File: src/hw/rtl/clr_pkg.sv
// clr_pkg: widths, configuration register indexes, controller states and
// the command/status structs shared by the line rasterizer modules.
// no dependencies.
package clr_pkg;

    localparam int COORD_BITS = 12;
    localparam int MAX_WINDOW = 64;

    localparam int DIFF_W = COORD_BITS + 1;       // endpoint differences a, b
    localparam int NUM_W  = 2 * COORD_BITS + 3;   // c and the per-step numerator
    localparam int REM_W  = NUM_W - 1;            // numerator magnitude
    localparam int MAG_W  = DIFF_W - 1;           // divisor magnitude
    localparam int WIN_W  = 7;                    // window registers
    localparam int PIX_W  = $clog2(MAX_WINDOW);   // pixel coordinates
    localparam int STEP_W = PIX_W + 1;            // walk position, up to the window size
    localparam int QB     = PIX_W + 1;            // quotient bits, top one flags overflow
    localparam int CNT_W  = $clog2(QB);
    localparam int COLOR_W = 32;
    localparam int CFG_IDX_W = 2;

    localparam logic [CFG_IDX_W-1:0] CFG_IDX_WIDTH  = CFG_IDX_W'(0);
    localparam logic [CFG_IDX_W-1:0] CFG_IDX_HEIGHT = CFG_IDX_W'(1);

    localparam logic [WIN_W-1:0] WIN_RESET = WIN_W'(MAX_WINDOW);
    localparam logic [WIN_W-1:0] WIN_MAX   = WIN_W'(MAX_WINDOW);

    typedef enum logic [3:0] {
        ST_IDLE,
        ST_COEF,
        ST_SETUP,
        ST_CTERM,
        ST_NUM,
        ST_LOAD,
        ST_DIV,
        ST_CHECK,
        ST_FINISH
    } t_state;

    typedef struct packed {
        logic load;       // capture the segment
        logic coef;       // a and b
        logic setup;      // major axis, walk bounds, a*x1
        logic cterm;      // c
        logic num;        // numerator at the first step
        logic div_load;   // start a division
        logic div_step;   // one quotient bit
        logic check;      // judge the pixel, advance the walk
        logic finish;     // flush the held pixel or the empty marker
    } t_cmd;

    typedef struct packed {
        logic run;        // walk has at least one step
        logic div_last;   // final quotient bit this cycle
        logic more;       // another step follows
    } t_stat;

endpackage

File: src/hw/rtl/clr_ctrl.sv
// clr_ctrl: sequencer for the line rasterizer, one segment at a time.
// depends on clr_pkg.
module clr_ctrl
    import clr_pkg::*;
(
    input  logic  i_clk,
    input  logic  i_rst_n,
    input  logic  i_start,
    input  t_stat i_stat,
    output t_cmd  o_cmd,
    output logic  o_busy
);

    t_state r_state;
    t_state n_state;

    always_ff @(posedge i_clk) begin
        if (!i_rst_n) begin
            r_state <= ST_IDLE;
        end else begin
            r_state <= n_state;
        end
    end

    always_comb begin
        n_state = r_state;
        case (r_state)
            ST_IDLE: begin
                if (i_start) begin
                    n_state = ST_COEF;
                end
            end
            ST_COEF:  n_state = ST_SETUP;
            ST_SETUP: n_state = ST_CTERM;
            ST_CTERM: begin
                n_state = i_stat.run ? ST_NUM : ST_FINISH;
            end
            ST_NUM:  n_state = ST_LOAD;
            ST_LOAD: n_state = ST_DIV;
            ST_DIV: begin
                if (i_stat.div_last) begin
                    n_state = ST_CHECK;
                end
            end
            ST_CHECK: begin
                n_state = i_stat.more ? ST_LOAD : ST_FINISH;
            end
            ST_FINISH: n_state = ST_IDLE;
            default:   n_state = ST_IDLE;
        endcase
    end

    always_comb begin
        o_cmd  = '0;
        o_busy = 1'b1;
        case (r_state)
            ST_IDLE: begin
                o_busy     = 1'b0;
                o_cmd.load = i_start;
            end
            ST_COEF:   o_cmd.coef     = 1'b1;
            ST_SETUP:  o_cmd.setup    = 1'b1;
            ST_CTERM:  o_cmd.cterm    = 1'b1;
            ST_NUM:    o_cmd.num      = 1'b1;
            ST_LOAD:   o_cmd.div_load = 1'b1;
            ST_DIV:    o_cmd.div_step = 1'b1;
            ST_CHECK:  o_cmd.check    = 1'b1;
            ST_FINISH: o_cmd.finish   = 1'b1;
            default: begin
                o_busy = 1'b0;
            end
        endcase
    end

endmodule

File: src/hw/rtl/clr_datapath.sv
// clr_datapath: window registers, line coefficients, walk counter, bit-serial
// divider and the held-pixel / result registers of the line rasterizer.
// depends on clr_pkg.
module clr_datapath
    import clr_pkg::*;
(
    input  logic                         i_clk,
    input  logic                         i_rst_n,
    input  t_cmd                         i_cmd,
    output t_stat                        o_stat,
    input  logic                         i_cfg_we,
    input  logic [CFG_IDX_W-1:0]         i_cfg_index,
    input  logic [WIN_W-1:0]             i_cfg_data,
    input  logic signed [COORD_BITS-1:0] i_first_x,
    input  logic signed [COORD_BITS-1:0] i_first_y,
    input  logic signed [COORD_BITS-1:0] i_second_x,
    input  logic signed [COORD_BITS-1:0] i_second_y,
    input  logic [COLOR_W-1:0]           i_line_color,
    output logic                         o_valid,
    output logic [PIX_W-1:0]             o_pixel_x,
    output logic [PIX_W-1:0]             o_pixel_y,
    output logic [COLOR_W-1:0]           o_pixel_color,
    output logic                         o_visible,
    output logic                         o_last
);

    localparam logic signed [DIFF_W-1:0] ONE_D = DIFF_W'(1);

    // window registers
    logic [WIN_W-1:0] r_win_w;
    logic [WIN_W-1:0] r_win_h;

    // segment and coefficients
    logic signed [COORD_BITS-1:0] r_x1, r_y1, r_x2, r_y2;
    logic [COLOR_W-1:0]           r_color;
    logic signed [DIFF_W-1:0]     r_a, r_b;
    logic signed [NUM_W-1:0]      r_prod, r_c, r_num;
    logic                         r_xmaj;
    logic                         r_run;
    logic [STEP_W-1:0]            r_t, r_hi;

    // divider
    logic [REM_W-1:0] r_rem, r_dsh;
    logic [QB-1:0]    r_quo;
    logic [CNT_W-1:0] r_cnt;
    logic             r_qneg;

    // held pixel, released once the next one or the end is known
    logic             r_pend_v;
    logic [PIX_W-1:0] r_pend_x, r_pend_y;

    // result registers
    logic               r_o_valid;
    logic [PIX_W-1:0]   r_o_x, r_o_y;
    logic [COLOR_W-1:0] r_o_color;
    logic               r_o_vis, r_o_last;

    logic [WIN_W-1:0]         w_lim, h_lim, major_lim, minor_lim;
    logic signed [DIFF_W-1:0] abs_a, abs_b;
    logic                     xmaj;
    logic signed [DIFF_W-1:0] mn_e, mx_e, lim_e, lo, hi;
    logic signed [NUM_W-1:0]  coef_k, coef_d, t_ext, num_abs;
    logic [MAG_W-1:0]         d_mag;
    logic                     ge;
    logic [PIX_W-1:0]         minor;
    logic                     vis;
    logic [PIX_W-1:0]         pix_x, pix_y;
    logic [STEP_W-1:0]        t_inc;

    // oversized register values act as the largest window
    assign w_lim = (r_win_w > WIN_MAX) ? WIN_MAX : r_win_w;
    assign h_lim = (r_win_h > WIN_MAX) ? WIN_MAX : r_win_h;

    assign abs_a = r_a[DIFF_W-1] ? -r_a : r_a;
    assign abs_b = r_b[DIFF_W-1] ? -r_b : r_b;
    assign xmaj  = abs_a < abs_b;
    assign major_lim = xmaj ? w_lim : h_lim;

    // walk bounds along the major axis, clipped to [1, lim)
    always_comb begin
        if (xmaj) begin
            mn_e = (r_x1 < r_x2) ? DIFF_W'(r_x1) : DIFF_W'(r_x2);
            mx_e = (r_x1 < r_x2) ? DIFF_W'(r_x2) : DIFF_W'(r_x1);
        end else begin
            mn_e = (r_y1 < r_y2) ? DIFF_W'(r_y1) : DIFF_W'(r_y2);
            mx_e = (r_y1 < r_y2) ? DIFF_W'(r_y2) : DIFF_W'(r_y1);
        end
        lim_e = DIFF_W'($signed({1'b0, major_lim}));
        lo    = (mn_e < ONE_D) ? ONE_D : mn_e;
        hi    = (mx_e > lim_e) ? lim_e : mx_e;
    end

    assign coef_k  = r_xmaj ? NUM_W'(r_a) : NUM_W'(r_b);
    assign coef_d  = r_xmaj ? NUM_W'(r_b) : NUM_W'(r_a);
    assign t_ext   = NUM_W'($signed({1'b0, r_t}));
    assign num_abs = r_num[NUM_W-1] ? -r_num : r_num;
    assign d_mag   = coef_d[NUM_W-1] ? MAG_W'(-coef_d) : MAG_W'(coef_d);
    assign ge      = r_rem >= r_dsh;

    // the top quotient bit means the minor coordinate is off the window
    assign minor     = r_quo[PIX_W-1:0];
    assign minor_lim = r_xmaj ? h_lim : w_lim;
    assign vis = !r_qneg && !r_quo[QB-1] && (minor != '0)
                 && ({1'b0, minor} < minor_lim);
    assign pix_x = r_xmaj ? r_t[PIX_W-1:0] : minor;
    assign pix_y = r_xmaj ? minor : r_t[PIX_W-1:0];
    assign t_inc = r_t + STEP_W'(1);

    assign o_stat.run      = r_run;
    assign o_stat.div_last = (r_cnt == '0);
    assign o_stat.more     = t_inc < r_hi;

    always_ff @(posedge i_clk) begin
        if (!i_rst_n) begin
            r_win_w <= WIN_RESET;
            r_win_h <= WIN_RESET;
        end else if (i_cfg_we) begin
            if (i_cfg_index == CFG_IDX_WIDTH) begin
                r_win_w <= i_cfg_data;
            end else if (i_cfg_index == CFG_IDX_HEIGHT) begin
                r_win_h <= i_cfg_data;
            end
        end
    end

    always_ff @(posedge i_clk) begin
        if (i_cmd.load) begin
            r_x1    <= i_first_x;
            r_y1    <= i_first_y;
            r_x2    <= i_second_x;
            r_y2    <= i_second_y;
            r_color <= i_line_color;
        end
        if (i_cmd.coef) begin
            r_a <= DIFF_W'(r_y2) - DIFF_W'(r_y1);
            r_b <= DIFF_W'(r_x1) - DIFF_W'(r_x2);
        end
        if (i_cmd.setup) begin
            r_xmaj <= xmaj;
            r_run  <= lo < hi;
            r_t    <= lo[STEP_W-1:0];
            r_hi   <= hi[STEP_W-1:0];
            r_prod <= NUM_W'(r_a) * NUM_W'(r_x1);
        end
        if (i_cmd.cterm) begin
            r_c <= -r_prod - NUM_W'(r_b) * NUM_W'(r_y1);
        end
        if (i_cmd.num) begin
            r_num <= -(coef_k * t_ext) - r_c;
        end
        if (i_cmd.div_load) begin
            r_rem  <= num_abs[REM_W-1:0];
            r_dsh  <= REM_W'({d_mag, {PIX_W{1'b0}}});
            r_quo  <= '0;
            r_cnt  <= CNT_W'(QB - 1);
            r_qneg <= r_num[NUM_W-1] ^ coef_d[NUM_W-1];
        end
        if (i_cmd.div_step) begin
            if (ge) begin
                r_rem <= r_rem - r_dsh;
            end
            r_dsh <= r_dsh >> 1;
            r_quo <= {r_quo[QB-2:0], ge};
            r_cnt <= r_cnt - CNT_W'(1);
        end
        if (i_cmd.check) begin
            r_t   <= t_inc;
            r_num <= r_num - coef_k;
            if (vis) begin
                r_pend_x <= pix_x;
                r_pend_y <= pix_y;
            end
        end
    end

    always_ff @(posedge i_clk) begin
        if (!i_rst_n) begin
            r_pend_v <= 1'b0;
        end else if (i_cmd.load || i_cmd.finish) begin
            r_pend_v <= 1'b0;
        end else if (i_cmd.check && vis) begin
            r_pend_v <= 1'b1;
        end
    end

    always_ff @(posedge i_clk) begin
        if (!i_rst_n) begin
            r_o_valid <= 1'b0;
        end else begin
            r_o_valid <= (i_cmd.check && vis && r_pend_v) || i_cmd.finish;
        end
    end

    always_ff @(posedge i_clk) begin
        if (i_cmd.finish && !r_pend_v) begin
            // empty line marker
            r_o_x     <= '0;
            r_o_y     <= '0;
            r_o_color <= '0;
            r_o_vis   <= 1'b0;
            r_o_last  <= 1'b1;
        end else if (i_cmd.check || i_cmd.finish) begin
            r_o_x     <= r_pend_x;
            r_o_y     <= r_pend_y;
            r_o_color <= r_color;
            r_o_vis   <= 1'b1;
            r_o_last  <= i_cmd.finish;
        end
    end

    assign o_valid       = r_o_valid;
    assign o_pixel_x     = r_o_x;
    assign o_pixel_y     = r_o_y;
    assign o_pixel_color = r_o_color;
    assign o_visible     = r_o_vis;
    assign o_last        = r_o_last;

endmodule

File: src/hw/rtl/clipped_line_rasterizer.sv
// clipped_line_rasterizer: top level, joins the sequencer and the datapath.
// depends on clr_pkg, clr_ctrl and clr_datapath.
//
// usage:
//   a segment (two signed endpoints and a color) transfers at a clock edge
//   with i_start high and o_busy low. o_busy stays high until the segment
//   is fully walked.
//   results come out one per o_valid pulse, each valid for a single cycle;
//   the receiver cannot stall, so it must take every pulse. o_last marks the
//   final result of a segment. a segment with nothing on screen gives one
//   result with o_visible low.
//   window registers are written through i_cfg_valid / o_cfg_ready (always
//   ready), index 0 width, index 1 height; write them only while idle.
//   sequence: coefficient, setup and c-term states, then (if there is a step)
//   the first numerator; then for each step along the major axis a divider
//   load, 7 quotient bits of the shared bit-serial divider and a pixel check;
//   then a flush. a segment has at most window size - 1 steps. the last
//   result is strobed in the first cycle with o_busy low, so the next
//   segment may be taken at the edge that ends it.
//   reset: synchronous, active low; window registers return to 64 and any
//   segment in flight is dropped.
module clipped_line_rasterizer
    import clr_pkg::*;
(
    input  logic                         i_clk,
    input  logic                         i_rst_n,
    input  logic                         i_start,
    output logic                         o_busy,
    input  logic signed [COORD_BITS-1:0] i_first_x,
    input  logic signed [COORD_BITS-1:0] i_first_y,
    input  logic signed [COORD_BITS-1:0] i_second_x,
    input  logic signed [COORD_BITS-1:0] i_second_y,
    input  logic [COLOR_W-1:0]           i_line_color,
    output logic                         o_valid,
    output logic [PIX_W-1:0]             o_pixel_x,
    output logic [PIX_W-1:0]             o_pixel_y,
    output logic [COLOR_W-1:0]           o_pixel_color,
    output logic                         o_visible,
    output logic                         o_last,
    input  logic                         i_cfg_valid,
    output logic                         o_cfg_ready,
    input  logic [CFG_IDX_W-1:0]         i_cfg_index,
    input  logic [WIN_W-1:0]             i_cfg_data
);

    t_cmd  cmd;
    t_stat stat;
    logic  cfg_we;

    assign o_cfg_ready = 1'b1;
    assign cfg_we      = i_cfg_valid & o_cfg_ready;

    clr_ctrl u_ctrl (
        .i_clk   (i_clk),
        .i_rst_n (i_rst_n),
        .i_start (i_start),
        .i_stat  (stat),
        .o_cmd   (cmd),
        .o_busy  (o_busy)
    );

    clr_datapath u_datapath (
        .i_clk         (i_clk),
        .i_rst_n       (i_rst_n),
        .i_cmd         (cmd),
        .o_stat        (stat),
        .i_cfg_we      (cfg_we),
        .i_cfg_index   (i_cfg_index),
        .i_cfg_data    (i_cfg_data),
        .i_first_x     (i_first_x),
        .i_first_y     (i_first_y),
        .i_second_x    (i_second_x),
        .i_second_y    (i_second_y),
        .i_line_color  (i_line_color),
        .o_valid       (o_valid),
        .o_pixel_x     (o_pixel_x),
        .o_pixel_y     (o_pixel_y),
        .o_pixel_color (o_pixel_color),
        .o_visible     (o_visible),
        .o_last        (o_last)
    );

endmodule

File: config.mk
export PLATFORM = sky130hd
export DESIGN_NAME = clipped_line_rasterizer
export DESIGN_NICKNAME = d
export VERILOG_FILES = /design/src/hw/rtl/clr_pkg.sv /design/src/hw/rtl/clr_ctrl.sv /design/src/hw/rtl/clr_datapath.sv /design/src/hw/rtl/clipped_line_rasterizer.sv
export SDC_FILE = /design/constraint.sdc
export NUM_CORES = 2
export LEC_CHECK = 0
export BUFFER_PORTS_ARGS = -buffer_cell sky130_fd_sc_hd__buf_2
export CORE_MARGIN = 1
export CORE_UTILIZATION = 55
export DETAILED_ROUTE_END_ITERATION = 8
export PLACE_DENSITY = 0.75
export SYNTH_ARGS = -nofsm -noshare
export SYNTH_HDL_FRONTEND = slang
export SYNTH_HIERARCHICAL = 1
export SYNTH_SLANG_ARGS = --single-unit
File: constraint.sdc
create_clock -name i_clk -period 7.2 [get_ports i_clk]
set_clock_uncertainty 0.1 [all_clocks]
set_input_delay 1.44 -clock i_clk [delete_from_list [all_inputs] [get_ports i_clk]]
set_output_delay 1.44 -clock i_clk [all_outputs]
set_load 0.01 [all_outputs]
**Word-level counts from Yosys, hierarchy flattened**

Index checks and enable logic that the tools add are counted.
Widths: inputs -> output; s select.

- Add/sub/neg operators: 14
- $mul: 3
- Order comparisons: 11
- Equal/unequal tests: 11
- Multiplexer cells: 48
- Bitwise operators: 3
- Reduce and logical (&&, ||, !) cells: 25

Operators by type and width:

| kind | number |
|---|---|
| $mux 13 | 10 |
| $mux 27 | 4 |
| $mux 26 | 4 |
| $sub 27x27->27 | 3 |
| $mux 7 | 8 |
| $neg 27->27 | 2 |
| $mul 13x12->25 | 2 |
| $pmux 4 s8 | 1 |
| $mul 27x8->27 | 1 |
| $ge 26x18->1 | 1 |
| $lt 13x13->1 | 2 |
| $neg 13->13 | 2 |
| $neg 26->26 | 1 |
| $sub 12x12->13 | 2 |
| $sub 26x18->26 | 1 |
| $lt 12x12->1 | 2 |
| $mux 18 | 1 |
| $mux 17 | 1 |
| $eq 4x3->1 const B | 4 |
| $mux 4 | 4 |
| $gt 7x7->1 const B | 2 |
| $gt 13x8->1 | 1 |
| $lt 13x2->1 const B | 1 |
| $mux 12 | 1 |
| 27 further kinds | 54 |

- Bits in registers: 336
- Output and inout bits: 49

**Logic depth before layout (Yosys ltp)**

- Word-level depth: 8
- Depth in mapped cells: 44
- Depth with buffers taken out: 41

**By module**

The synthesis kept the hierarchy.

By module, submodules not included:

| module | times used | cells each | area an instance (µm²) | sequential area each (µm²) |
|---|---|---|---|---|
| clr_datapath | 1 | 3714 | 36034.6 | 9028.7 |
| clr_ctrl | 1 | 36 | 345.3 | 80.1 |
| clipped_line_rasterizer | 1 | 2 | 11.3 | 0.0 |

**Worst setup path after synthesis**

No wires, ideal clock.

- Kind: reg2reg
- From: reg u_datapath.r_b[4]
- To: reg u_datapath.r_run, data pin
- Library setup time: 259 ps
- Data arrival time: 7673 ps
- Required time: 6841 ps
- Slack: -832 ps
- Stages on the path, launching flop included: 42
- Path buffers: 4
- Cells stage by stage: edfxtp_1 > clkbuf_1 > or4_1 > or3_1 > o31ai_1 > xor2_1 > ha_1 > and2_0 > a221o_1 > a22o_1 > o41a_1 > buf_2 > clkbuf_1 > clkbuf_1 > o21ai_0 > inv_1 > ha_1 > nor2b_1 > [... 6 more ...] > a21oi_1 > nand4_1 > ha_1 > inv_1 > a41oi_4 > mux2_2 > ha_1 > a21oi_1 > nor2b_1 > o21ai_0 > nand2b_1 > a21oi_1 > o21bai_1 > a211oi_1 > nand2_1 > o21ai_0 > a31oi_4 > mux2i_1

- Cells in the longest elaborated chain, start to end: 7
- Elaborated cells between the ends (all ways): 11

RTL lines:

| item | line | text |
|---|---|---|
| start, declared | clr_datapath.sv:36 | `logic signed [DIFF_W-1:0] r_a, r_b;` |
| start signal, assigned | clr_datapath.sv:136 | `r_b <= DIFF_W'(r_x1) - DIFF_W'(r_x2);` |
| $neg 13->13 | clr_datapath.sv:75 | `assign abs_b = r_b[DIFF_W-1] ? -r_b : r_b;` |
| $mux 13 * | clr_datapath.sv:75 |  |
| $lt 13x13->1 * | clr_datapath.sv:76 | `assign xmaj = abs_a < abs_b;` |
| $mux 13 / $mux 7 (equally long branches) | clr_datapath.sv:81, clr_datapath.sv:77 |  |
| $lt 13x2->1 / $gt 13x8->1 (equally long branches) | clr_datapath.sv:89, clr_datapath.sv:90 |  |
| $mux 13 (on tied branches) | clr_datapath.sv:89, clr_datapath.sv:90 |  |
| $lt 13x13->1 * | clr_datapath.sv:140 | `r_run <= lo < hi;` |
| end signal, assigned | clr_datapath.sv:140 |  |
| end, declared | clr_datapath.sv:39 | `logic r_run;` |

Every way passes the cells marked *; elsewhere a longest branch is shown, timed or not.
A chain may end at the register's enable or synchronous reset.

**Final worst setup path**

- From: reg u_datapath.r_b[6]
- To: reg u_datapath.r_run, data pin

Same word-level chain as after synthesis.

==> run_results.csv <==
group,metric,value,unit
logic_synthesis,synthTopCellsByArea,"fa_1 (24%), edfxtp_1 (20%), ha_1 (11%)",
logic_synthesis,synthFlopType,"edfxtp_1",
critical_path,slowest_delay,550,ps
floorplan,io_pins,142,
timing,hold_viol,0,
logic_synthesis,synth-seq-area-share,0.250,
global_routing,antenna_found_initial,4,
timing,setup_tns,0,ps
timing,setup_viol,0,
floorplan,initial_core_util,0.560,
critical_path,worst-setup-path-type,"register to register",
clock_network,clock_sinks,334,
clock_network,clock_latency,560,ps
logic_synthesis,synth_edf_count,242,
timing,rsz0062_at_grt,"true",
global_routing,grtUsageTotal,0.270,
drt,dr.pass1.iters,5,
final_layout,multi_input_area,24700,µm²
logic_synthesis,netlist_instances,3752,
clock_network,cts_hold_buf,0,
final_layout,final_nets,4754,
critical_path,crit_fanout,13,
final_layout,fillers,5318,
run_status,outcome,"completed",
logic_synthesis,yosysWarnings,6,
timing,clock.fmax,0.140,GHz
floorplan,dieHeight,259,µm
clock_network,htreeDepth,2,
logic_synthesis,synthDominantAreaCellType,"fa_1",
critical_path,end_kind,"register",
drt,vias,26700,
logic_synthesis,yosysMostFrequentCell,"inv_1",
critical_path,worstSetupStartpointType,"register",
min_path,hold_class,"register to register",
floorplan,fp.dieArea,67200,µm²
logic_synthesis,ys_types,91,
floorplan,core,64900,µm²
critical_path,cp.required,7410,ps
drt,vias_per_cell,5.60,
clock_network,cts_max_path_buffers,3,
timing,maxSlewHeadroom,0.149,
drt,drcViolationCount,0,
final_layout,regArea,9110,µm²
clock_network,cts_tree,"done",
timing,final_max_slew_viol_count,0,
placement,routabilityCongestion,0.916,
logic_synthesis,async_flop_share,0,
final_layout,drive_gt1_frac,0.102,
global_routing,grt_overflow,0,
placement,port_buffers,140,
drt,drt-total-wl,89.6,mm
global_routing,grt_max_degree,64,
logic_synthesis,synth_top_area_frac,0.245,
global_routing,grt_pass1_vias,27000,
global_routing,grt_pass1_wl,143,mm
drt,wl_per_cell,18.8,µm
critical_path,cp_slowest_cell,"or4_4",
clock_network,clk_pin_slew,60,ps
floorplan,die_x,259,µm
floorplan,rows,93,
timing,fin_crit,7130,ps
drt,dr.first_iter.drc_count,1925,
clock_network,root_buffer,"clkbuf_16",
flow_run,drv_cap,0,
drt,postRouteAntennaNets,0,
clock_network,numCtsBuffers,39,
logic_synthesis,syn_nets,4617,
placement,hpwl,70.8,mm
logic_synthesis,syn-cell-area,36400,µm²
timing,post-route-period-util,0.990,
critical_path,critPathArrivalTime,7330,ps
logic_synthesis,synth-seq-cells,334,
logic_synthesis,synth_common_cells,"inv_1 (559), fa_1 (445), nand2_1 (414)",
timing,tightest_slew,1240,ps
final_layout,area_growth_syn_to_layout,9.49,%
logic_synthesis,syn_area_per_cell,9.70,µm²
placed cells by master, fill, tap and decap left out, types with 30 or more instances in the layout:
master	n
a21o_1	43
a21oi_1	153
and2_1	184
buf_2	140
buf_4	102
clkbuf_16	44
dfxtp_1	92
edfxtp_1	242
fa_1	445
ha_1	325
inv_1	558
mux2_2	33
mux2i_1	66
nand2_1	414
nand2b_1	52
nand3_1	39
nor2_1	196
nor2b_1	58
nor3_1	30
o211ai_1	35
o21ai_0	157
xnor2_1	121
xor2_1	72
logic make-up (layout without fill, tap and decap cells):
logic type,count (synthesis),count (layout),synth area share
AO/OA/AOI/OAI,571,571,0.101
XOR/XNOR,193,193,0.0465
adder cells (fa/ha/maj),772,772,0.357
buffers and inverters,709,876,0.0740
flip-flops,334,334,0.250
multiplexers,102,102,0.0295
other,1,2,0.000103
AND/OR/NAND/NOR,1070,1070,0.142
routing by layer:
layer	routed length (µm)	GRT usage
met1	38200	0.367
met2	41500	0.438
met3	6820	0.0505
met4	3030	0.0884
met5	41	0
final cells by class:
| class | count | area share |
|---|---|---|
| Tap cell | 855 | 0.0268 |
| Multi-Input combinational cell | 2709 | 0.620 |
| Timing Repair Buffer | 244 | 0.0374 |
| Clock buffer | 54 | 0.0296 |
| Sequential cell | 334 | 0.229 |
| Antenna cell | 1 | 0.0000628 |
| Clock inverter | 17 | 0.00468 |
| Inverter | 561 | 0.0528 |
path summary, 6_finish.rpt:
kind | from | endpoint | slack, ps | cells past startpoint
max | u_datapath/r_b[6]$_DFFE_PP_ | u_datapath/r_run$_DFFE_PP_ | 70 | 37
min | u_datapath/o_pixel_x[0]$_SDFFE_PP0P_ | u_datapath/o_pixel_x[0]$_SDFFE_PP0P_ | 350 | 2
max reg2reg | u_datapath/r_b[6]$_DFFE_PP_ | u_datapath/r_run$_DFFE_PP_ | 70 | 37
min reg2reg | u_datapath/o_pixel_x[0]$_SDFFE_PP0P_ | u_datapath/o_pixel_x[0]$_SDFFE_PP0P_ | 350 | 2
worst max-delay path, delay by kind of cell (launching register included):
kind / cells / cell delay (ps)
multiplexers: 2 / 480
XOR/XNOR: 1 / 170
buffers and inverters: 5 / 630
AND/OR/NAND/NOR: 10 / 1590
flip-flops: 1 / 380
adder cells (fa/ha/maj): 4 / 900
AO/OA/AOI/OAI: 15 / 2650
flip-flops by register name, summed over array words and instances (netlist names), 13 cells and up:
name                      flops
u_datapath/o_pixel_color     32
u_datapath/r_color           32
u_datapath/r_c               27
u_datapath/r_num             27
u_datapath/r_rem             26
u_datapath/r_prod            25
u_datapath/r_dsh             18
u_datapath/r_a               13
u_datapath/r_b               13
what timing repair did:
action,CTS,global route
setup buffers,0,3
endpoints found under the setup margin,1,3
gates resized for setup,2,8
endpoints found under the hold margin,0,0
stage by stage:
stage                     cells  area [µm²]  setup slack [ps]  utilization  hold WS, ps
after floorplan            3752       36500             -21.6            -          345
after CTS                  4771       39800              61.2        0.613          350
after detailed placement   4700       38400             -62.9        0.592          342
final                      4775       39800              73.7        0.614          349
after global placement     4700       38400              29.2        0.592          335
after global routing       4775       39800              -374        0.614          366
Power is left out: the tool's default activity adds up to more than one toggle a clock period on the data nets, which glitch-free logic cannot reach.
